[src/rtl/core/dual_ultrasonic_proximity_alarm_assert.svh]
// assertion helpers for the proximity alarm
`ifndef DUAL_ULTRASONIC_PROXIMITY_ALARM_ASSERT_SVH
`define DUAL_ULTRASONIC_PROXIMITY_ALARM_ASSERT_SVH

// implication checked every edge outside reset
`define DUP_ASSERT_IMPLY(lbl, clk, rst_n, ante, cons) \
  lbl: assert property (@(posedge clk) disable iff (!rst_n) (ante) |-> (cons)) \
    else $error("implication check failed");

// invariant checked every edge outside reset
`define DUP_ASSERT_ALWAYS(lbl, clk, rst_n, cond) \
  lbl: assert property (@(posedge clk) disable iff (!rst_n) (cond)) \
    else $error("invariant check failed");

`endif

[src/rtl/core/dup_pkg.sv]
`default_nettype none
package dup_pkg;

  typedef enum logic [1:0] {
    ZONE_SAFE    = 2'd0,
    ZONE_WARNING = 2'd1,
    ZONE_DANGER  = 2'd2
  } zone_t;

  localparam logic [2:0] CFG_DANGER_LIMIT  = 3'd0;
  localparam logic [2:0] CFG_WARNING_LIMIT = 3'd1;
  localparam logic [2:0] CFG_VOTE_THRESH   = 3'd2;
  localparam logic [2:0] CFG_MIN_ECHO      = 3'd3;
  localparam logic [2:0] CFG_MAX_ECHO      = 3'd4;

  localparam logic [9:0]  RST_DANGER_LIMIT  = 10'd50;
  localparam logic [9:0]  RST_WARNING_LIMIT = 10'd100;
  localparam logic [6:0]  RST_VOTE_THRESH   = 7'd5;
  localparam logic [15:0] RST_MIN_ECHO      = 16'd100;
  localparam logic [15:0] RST_MAX_ECHO      = 16'd30000;

  localparam logic [9:0] NO_READING = 10'd999;

  // ceil(2^22 / 58), exact quotient for any 16-bit echo
  localparam logic [16:0] CM_RECIP = 17'd72316;
  localparam int          CM_SHIFT = 22;

  localparam logic [7:0] LED_FULL = 8'd255;
  localparam logic [7:0] LED_AMBER_GREEN = 8'd180;
  localparam logic [7:0] LED_OFF = 8'd0;

  localparam logic [1:0] ALERT_NONE    = 2'd0;
  localparam logic [1:0] ALERT_WARNING = 2'd1;
  localparam logic [1:0] ALERT_DANGER  = 2'd2;

  localparam logic [1:0] BEEPS_NONE    = 2'd0;
  localparam logic [1:0] BEEPS_WARNING = 2'd1;
  localparam logic [1:0] BEEPS_DANGER  = 2'd2;

  typedef struct packed {
    logic [15:0] min_us;
    logic [15:0] max_us;
  } echo_bounds_t;

endpackage
`default_nettype wire

[src/rtl/core/dual_ultrasonic_proximity_alarm.sv]
// Proximity alarm for two ultrasonic sensors. Each request is one measurement round; it
// is turned into two distances, the nearer one is classed as safe, warning or danger and
// voted over a window of the last WINDOW_DEPTH rounds held in a small ring RAM. The block
// takes one request per clock cycle while the output is not stalled. Acceptance registers
// the round and starts the registered read of the class ring; the compute stage then
// converts, classes, updates the tallies, writes the ring entry back and loads the output
// register. A stalled output holds the compute stage, so ready falls once both
// hold a round. After reset the ring reads as all safe at once through per-entry valid
// flags; there is no clearing pass. Write configuration only while no round is in flight.
`default_nettype none
`include "dual_ultrasonic_proximity_alarm_assert.svh"
module dual_ultrasonic_proximity_alarm #(
  parameter int WINDOW_DEPTH = 10
) (
  input  wire logic        clk,
  input  wire logic        rst_n,
  input  wire logic        in_valid,
  output logic             in_ready,
  input  wire logic        in_button_pressed,
  input  wire logic        in_echo_up_valid,
  input  wire logic [15:0] in_echo_up_us,
  input  wire logic        in_echo_down_valid,
  input  wire logic [15:0] in_echo_down_us,
  output logic             out_valid,
  input  wire logic        out_ready,
  output logic      [9:0]  out_dist_up_cm,
  output logic      [9:0]  out_dist_down_cm,
  output logic      [9:0]  out_nearest_cm,
  output logic      [1:0]  out_zone,
  output logic      [7:0]  out_red_level,
  output logic      [7:0]  out_green_level,
  output logic      [7:0]  out_blue_level,
  output logic      [1:0]  out_beep_count,
  output logic             out_enabled,
  input  wire logic        cfg_we,
  input  wire logic [2:0]  cfg_index,
  input  wire logic [15:0] cfg_wdata
);
  import dup_pkg::*;

  localparam int AW = $clog2(WINDOW_DEPTH);
  localparam int TW = $clog2(WINDOW_DEPTH + 1);
  localparam logic [AW-1:0] LAST_ADDR = AW'(WINDOW_DEPTH - 1);
  localparam logic [TW-1:0] DEPTH_CNT = TW'(WINDOW_DEPTH);

  // configuration
  logic [9:0]  danger_limit_r, warning_limit_r;
  logic [6:0]  vote_thresh_r;
  logic [15:0] min_echo_r, max_echo_r;

  always_ff @(posedge clk) begin
    if (!rst_n) begin
      danger_limit_r  <= RST_DANGER_LIMIT;
      warning_limit_r <= RST_WARNING_LIMIT;
      vote_thresh_r   <= RST_VOTE_THRESH;
      min_echo_r      <= RST_MIN_ECHO;
      max_echo_r      <= RST_MAX_ECHO;
    end else if (cfg_we) begin
      case (cfg_index)
        CFG_DANGER_LIMIT:  danger_limit_r  <= cfg_wdata[9:0];
        CFG_WARNING_LIMIT: warning_limit_r <= cfg_wdata[9:0];
        CFG_VOTE_THRESH:   vote_thresh_r   <= cfg_wdata[6:0];
        CFG_MIN_ECHO:      min_echo_r      <= cfg_wdata;
        CFG_MAX_ECHO:      max_echo_r      <= cfg_wdata;
        default: ;
      endcase
    end
  end

  echo_bounds_t bounds;
  assign bounds = '{min_us: min_echo_r, max_us: max_echo_r};

  // pipeline control
  logic s1_valid_r, s1_valid_nxt;
  logic out_valid_r;
  logic s1_advance, in_accept;

  assign s1_advance = !out_valid_r || out_ready;
  assign in_ready   = !s1_valid_r || s1_advance;
  assign in_accept  = in_valid && in_ready;

  // ring pointer and per-entry valid flags
  logic [AW-1:0]           ptr_r, ptr_nxt;
  logic [WINDOW_DEPTH-1:0] ring_ok_r;

  always_comb begin
    ptr_nxt = ptr_r;
    if (in_accept) begin
      ptr_nxt = (ptr_r == LAST_ADDR) ? '0 : ptr_r + AW'(1);
    end
  end

  // stage one registers
  logic          s1_button_r, s1_up_valid_r, s1_down_valid_r, s1_old_ok_r;
  logic [15:0]   s1_up_us_r, s1_down_us_r;
  logic [AW-1:0] s1_addr_r;
  logic [1:0]    ring_rdata;
  logic          s1_write;

  assign s1_valid_nxt = in_accept || (s1_valid_r && !s1_advance);
  assign s1_write     = s1_valid_r && s1_advance;

  always_ff @(posedge clk) begin
    if (in_accept) begin
      s1_button_r     <= in_button_pressed;
      s1_up_valid_r   <= in_echo_up_valid;
      s1_up_us_r      <= in_echo_up_us;
      s1_down_valid_r <= in_echo_down_valid;
      s1_down_us_r    <= in_echo_down_us;
      s1_addr_r       <= ptr_r;
      s1_old_ok_r     <= ring_ok_r[ptr_r];
    end
  end

  // compute stage
  logic [9:0]    up_cm, down_cm, near_cm;
  zone_t         old_zone, new_zone;
  logic [TW-1:0] danger_tally_r, danger_tally_nxt;
  logic [TW-1:0] warning_tally_r, warning_tally_nxt;
  logic [1:0]    alert_r, alert_nxt;
  logic          enable_r, enable_nxt;
  logic [7:0]    red_v, green_v, blue_v;
  logic [1:0]    beeps_v;

  dup_echo_cm u_cm_up (
    .echo_valid (s1_up_valid_r),
    .echo_us    (s1_up_us_r),
    .bounds     (bounds),
    .dist_cm    (up_cm)
  );

  dup_echo_cm u_cm_down (
    .echo_valid (s1_down_valid_r),
    .echo_us    (s1_down_us_r),
    .bounds     (bounds),
    .dist_cm    (down_cm)
  );

  dup_ram #(
    .WIDTH (2),
    .DEPTH (WINDOW_DEPTH)
  ) u_ring (
    .clk   (clk),
    .we    (s1_write),
    .waddr (s1_addr_r),
    .wdata (new_zone),
    .re    (in_accept),
    .raddr (ptr_r),
    .rdata (ring_rdata)
  );

  always_comb begin
    near_cm = (up_cm < down_cm) ? up_cm : down_cm;
    case (ring_rdata)
      ZONE_WARNING: old_zone = ZONE_WARNING;
      ZONE_DANGER:  old_zone = ZONE_DANGER;
      default:      old_zone = ZONE_SAFE;
    endcase
    if (!s1_old_ok_r) begin
      old_zone = ZONE_SAFE;
    end

    danger_tally_nxt  = danger_tally_r;
    warning_tally_nxt = warning_tally_r;
    if (old_zone == ZONE_DANGER && danger_tally_r != '0) begin
      danger_tally_nxt = danger_tally_r - TW'(1);
    end else if (old_zone == ZONE_WARNING && warning_tally_r != '0) begin
      warning_tally_nxt = warning_tally_r - TW'(1);
    end

    if (near_cm <= danger_limit_r) begin
      new_zone         = ZONE_DANGER;
      danger_tally_nxt = danger_tally_nxt + TW'(1);
    end else if (near_cm <= warning_limit_r) begin
      new_zone          = ZONE_WARNING;
      warning_tally_nxt = warning_tally_nxt + TW'(1);
    end else begin
      new_zone = ZONE_SAFE;
    end

    enable_nxt = enable_r ^ s1_button_r;
    alert_nxt  = alert_r;
    red_v      = LED_OFF;
    green_v    = LED_OFF;
    blue_v     = LED_OFF;
    beeps_v    = BEEPS_NONE;
    if (enable_nxt) begin
      if (7'(danger_tally_nxt) > vote_thresh_r) begin
        red_v     = LED_FULL;
        beeps_v   = (alert_r < ALERT_DANGER) ? BEEPS_DANGER : BEEPS_NONE;
        alert_nxt = ALERT_DANGER;
      end else if (7'(warning_tally_nxt) > vote_thresh_r) begin
        red_v     = LED_FULL;
        green_v   = LED_AMBER_GREEN;
        beeps_v   = (alert_r < ALERT_WARNING) ? BEEPS_WARNING : BEEPS_NONE;
        alert_nxt = ALERT_WARNING;
      end else begin
        green_v   = LED_FULL;
        alert_nxt = ALERT_NONE;
      end
    end
  end

  always_ff @(posedge clk) begin
    if (!rst_n) begin
      s1_valid_r      <= 1'b0;
      out_valid_r     <= 1'b0;
      ptr_r           <= '0;
      ring_ok_r       <= '0;
      danger_tally_r  <= '0;
      warning_tally_r <= '0;
      alert_r         <= ALERT_NONE;
      enable_r        <= 1'b1;
    end else begin
      s1_valid_r <= s1_valid_nxt;
      ptr_r      <= ptr_nxt;
      if (s1_advance) begin
        out_valid_r <= s1_valid_r;
      end
      if (s1_write) begin
        ring_ok_r[s1_addr_r] <= 1'b1;
        danger_tally_r       <= danger_tally_nxt;
        warning_tally_r      <= warning_tally_nxt;
        alert_r              <= alert_nxt;
        enable_r             <= enable_nxt;
      end
    end
  end

  // output register
  always_ff @(posedge clk) begin
    if (s1_write) begin
      out_dist_up_cm   <= up_cm;
      out_dist_down_cm <= down_cm;
      out_nearest_cm   <= near_cm;
      out_zone         <= new_zone;
      out_red_level    <= red_v;
      out_green_level  <= green_v;
      out_blue_level   <= blue_v;
      out_beep_count   <= beeps_v;
      out_enabled      <= enable_nxt;
    end
  end

  assign out_valid = out_valid_r;

  `DUP_ASSERT_ALWAYS(a_tally_bound, clk, rst_n,
    ({1'b0, danger_tally_r} + {1'b0, warning_tally_r}) <= {1'b0, DEPTH_CNT})
  `DUP_ASSERT_IMPLY(a_stall_holds_s1, clk, rst_n, !in_ready, s1_valid_r && out_valid_r)
  `DUP_ASSERT_IMPLY(a_muted_dark, clk, rst_n, out_valid && !out_enabled,
    out_red_level == LED_OFF && out_green_level == LED_OFF && out_beep_count == BEEPS_NONE)
  `DUP_ASSERT_IMPLY(a_write_from_s1, clk, rst_n, s1_write, $past(s1_valid_nxt) || s1_valid_r)

endmodule
`default_nettype wire

[src/rtl/core/dup_ram.sv]
`default_nettype none
module dup_ram #(
  parameter int WIDTH = 2,
  parameter int DEPTH = 10
) (
  input  wire logic                     clk,
  input  wire logic                     we,
  input  wire logic [$clog2(DEPTH)-1:0] waddr,
  input  wire logic [WIDTH-1:0]         wdata,
  input  wire logic                     re,
  input  wire logic [$clog2(DEPTH)-1:0] raddr,
  output logic      [WIDTH-1:0]         rdata
);

  logic [WIDTH-1:0] mem [DEPTH];

  always_ff @(posedge clk) begin
    if (we) begin
      mem[waddr] <= wdata;
    end
    if (re) begin
      rdata <= mem[raddr];
    end
  end

endmodule
`default_nettype wire

[src/rtl/core/dup_echo_cm.sv]
`default_nettype none
module dup_echo_cm (
  input  wire logic                  echo_valid,
  input  wire logic [15:0]           echo_us,
  input  wire dup_pkg::echo_bounds_t bounds,
  output logic      [9:0]            dist_cm
);
  import dup_pkg::*;

  logic [32:0] prod;
  logic [10:0] quot;
  logic        in_range;

  always_comb begin
    prod     = {17'd0, echo_us} * {16'd0, CM_RECIP};
    quot     = prod[CM_SHIFT+10:CM_SHIFT];
    in_range = echo_valid && (echo_us > bounds.min_us) && (echo_us < bounds.max_us);
    if (!in_range || quot > {1'b0, NO_READING}) begin
      dist_cm = NO_READING;
    end else begin
      dist_cm = quot[9:0];
    end
  end

endmodule
`default_nettype wire

[config.mk]
export PLATFORM = sky130hd
export DESIGN_NAME = dual_ultrasonic_proximity_alarm
export DESIGN_NICKNAME = d
export VERILOG_FILES = /design/src/rtl/core/dup_pkg.sv /design/src/rtl/core/dual_ultrasonic_proximity_alarm.sv /design/src/rtl/core/dup_ram.sv /design/src/rtl/core/dup_echo_cm.sv
export VERILOG_INCLUDE_DIRS = /design/src /design/src/rtl/core
export SDC_FILE = /design/constraint.sdc
export NUM_CORES = 1
export LEC_CHECK = 0
export ABC_AREA = 1
export BUFFER_PORTS_ARGS = -buffer_cell sky130_fd_sc_hd__buf_4
export CAP_MARGIN = 10
export CORE_MARGIN = 2
export CORE_UTILIZATION = 48
export CTS_CLUSTER_DIAMETER = 100
export DETAILED_ROUTE_END_ITERATION = 7
export HOLD_SLACK_MARGIN = 0.1
export PLACE_DENSITY = 0.67
export SLEW_MARGIN = 30
export SYNTH_ARGS = -nofsm -noshare
export SYNTH_HDL_FRONTEND = slang
export SYNTH_SLANG_ARGS = --single-unit
[constraint.sdc]
create_clock -name clk -period 9 [get_ports clk]
set_input_delay 0.45 -clock clk [delete_from_list [all_inputs] [get_ports clk]]
set_output_delay 0.45 -clock clk [all_outputs]
set_load 0.05 [all_outputs]
==> flow_metrics.tcl <==
set metrics [dict create \
    drtIter0Drc 917 \
    critPathMaxFanout 11 \
    worstSetupPathType "reg -> reg" \
    synth_top_area_share_pct 21.3 \
    die_w_um 208 \
    grt_pass1_vias 17800 \
    status "finished, violations left" \
    numCtsBuffers 17 \
    async_flop_share_pct 0 \
    netlist_top_cells_area "ha_1 21%, fa_1 17%, edfxtp_1 15%" \
    skew_ps 20.7 \
    syn_avg_cell_area_um2 8.16 \
    ys_seq_area_share_pct 23.6 \
    die_y_um 208 \
    synthCells 2452 \
    slew_viol_final 0 \
    grt_setup_unrepaired "yes" \
    cpLargestDelayFamily "adder cells" \
    cts.clk_slew.worst_paths_ps 90 \
    area_delta_synth_final_pct 26.4 \
    htree_num_levels 4 \
    grt.overflow.total 0 \
    regArea_um2 4720 \
    vias 16900 \
    worstSetupStartpointType "register" \
    io_buffer_count 111 \
    routed_wl_um 55700 \
    yosys.area.top_type "ha_1" \
    cpMostUsedCell "nand2_1" \
    core_um2 41000 \
    setup_viol 7 \
    slowest_delay_ps 510 \
    ctsRootBufferMaster "clkbuf_16" \
    worstSkewPairLatency_ps 490 \
    synthTopCellsByCount "595 x inv_1, 494 x nand2_1, 341 x ha_1" \
    final_util_pct 61.7 \
    arrival_ps 9700 \
    rows 74 \
    worst_pin_slew_ps 829 \
    netlist_area_um2 20000 \
    grt_pass1_wl_um 90300 \
    min_period_over_period_pct 104 \
    cts_sinks 186 \
    antenna_left 0 \
    antenna_found_initial 2 \
    detailed_place_hpwl_um 44900 \
    fill_cells 3492 \
    start_util_pct 48.8 \
    worst_setup_path_end_kind "register" \
    grt_usage_pct 26.6 \
    cts_tree "built" \
    yosys_most_used_dff "edfxtp_1" \
    yosysMostFrequentCell "inv_1" \
    fin_ws_ps -366 \
    crit_buf_inv 13 \
    finalCriticalPeriod_ps 9370 \
    drive_above_1_share_pct 24.2 \
    yosysWarnings 0 \
    synth.distinct_cells 45 \
    slowest_stage "fa_1" \
    violations "negative setup slack" \
    dieArea_um2 43300 \
    max_cap_violations 0 \
    vias_per_cell 5.02 \
    ios 120 \
    hp-class "in -> reg" \
    multiInputGateArea_um2 14000 \
    grt_max_degree 65 \
    firstDrtPassIters 5 \
    synth_edf_count 100 \
    relSlewSlack_pct 44.8 \
    ys_seq_elements 186 \
    fmax_ghz 0.107 \
    wl_per_cell_um 16.5 \
    drcViolationCount 0 \
    max-clock-path-buffers 2 \
    nets 3389 \
    final-hold-violation-count 0 \
    routabilityCongestion 0.912 \
    worst_ep_required_time_ps 9340 \
]
-- cell type report --
class | instances | share of cell area, %
repair buffers | 388 | 12.0
inverters | 604 | 8.98
well taps | 532 | 2.63
clock inverters | 15 | 0.806
multi-input cells | 1626 | 55.2
clock buffers | 17 | 1.68
diodes | 2 | 0.0198
flip-flops and latches | 186 | 18.7
-- kinds of logic after synthesis --
family,share of synthesized area (%)
adders and majority gates,37.9
and+or+nand+nor,16.8
xor gates and xnor gates,1.44
other,0.0187
AOI/OAI and AO/OA,7.59
buffers and inverters,12.7
DFF,23.6
-- layout by cell type (no fill, tap or decap), types with 8 or more instances in the layout --
cell	count
a21oi_1	114
fa_1	160
conb_1	8
nand3_2	21
a21oi_2	10
nor2_1	133
buf_6	28
o211ai_1	15
nand2_2	74
nor2_2	21
nor3_1	12
edfxtp_1	100
inv_2	34
inv_1	565
nand3_1	49
nand2_4	21
ha_4	37
nand2_1	414
dfxtp_1	86
nor2_4	17
nand4_1	26
xor2_1	23
buf_4	357
o21ai_0	91
ha_1	302
o21a_1	8
clkbuf_16	17
a21o_1	10
-- flip-flops by register name, indices dropped and copies added, names as in the netlist, 4 cells and up --
name,flops
out_nearest_cm,10
ptr_r,4
s1_up_us_r,16
danger_limit_r,10
danger_tally_r,4
out_dist_down_cm,10
warning_tally_r,4
s1_addr_r,4
u_ring.mem,20
min_echo_r,16
vote_thresh_r,7
ring_ok_r,10
s1_down_us_r,16
out_dist_up_cm,10
max_echo_r,16
warning_limit_r,10
-- what timing repair did --
item | in CTS | in global routing
hold buffers | 1 | 0
resized for setup | 200 | 96
endpoints found under the hold margin | 1 | 0
setup buffers | 57 | 23
gates cloned | 1 | 0
pin swaps | 137 | 77
setup endpoints to repair | 8 | 14
-- worst register-to-register path: cells and delay by family, from the launching register on --
family                   cells  cell delay [ps]
flip-flops                   1              420
AND/OR/NAND/NOR             29             3210
AO/OA/AOI/OAI                4              500
adder cells (fa/ha/maj)     10             3960
buffers and inverters       13             1130
-- stage by stage --
stage	cells	setup WS [ps]	setup TNS [ps]	hold WS, ps	instance area [um2]
2_1_floorplan	2459	42.3	0	431	20000
3_3_place_gp	3255	-536	-3080	443	22800
3_5_place_dp	3255	-663	-4160	457	22800
4_1_cts	3345	-122	-412	106	24700
5_1_grt	3370	-894	-6340	117	25300
6_report	3370	-366	-2250	132	25300
-- layer usage --
layer / vias up / track usage, % / share of wire, %
li1: 8415 / - / -
met1: 8035 / 32.3 / 42
met2: 363 / 47.4 / 50
met3: 109 / 3.97 / 3.8
met4: 0 / 10.7 / 3.7
met5: - / 0 / 0
-- final timing paths --
kind	startpoint	endpoint	slack [ps]	depth (start not counted)
worst min register to register	ring_ok_r[8]	ring_ok_r[8]	480	2
worst max register to register	s1_down_us_r[13]	out_beep_count[0]	-370	56
worst min-delay path	in_echo_up_us[12]	s1_up_us_r[12]	130	1
worst max-delay path	s1_down_us_r[13]	out_beep_count[0]	-370	56
Power is left out: the tool's default activity adds up to more than one toggle a clock period on the data nets, which glitch-free logic cannot reach.
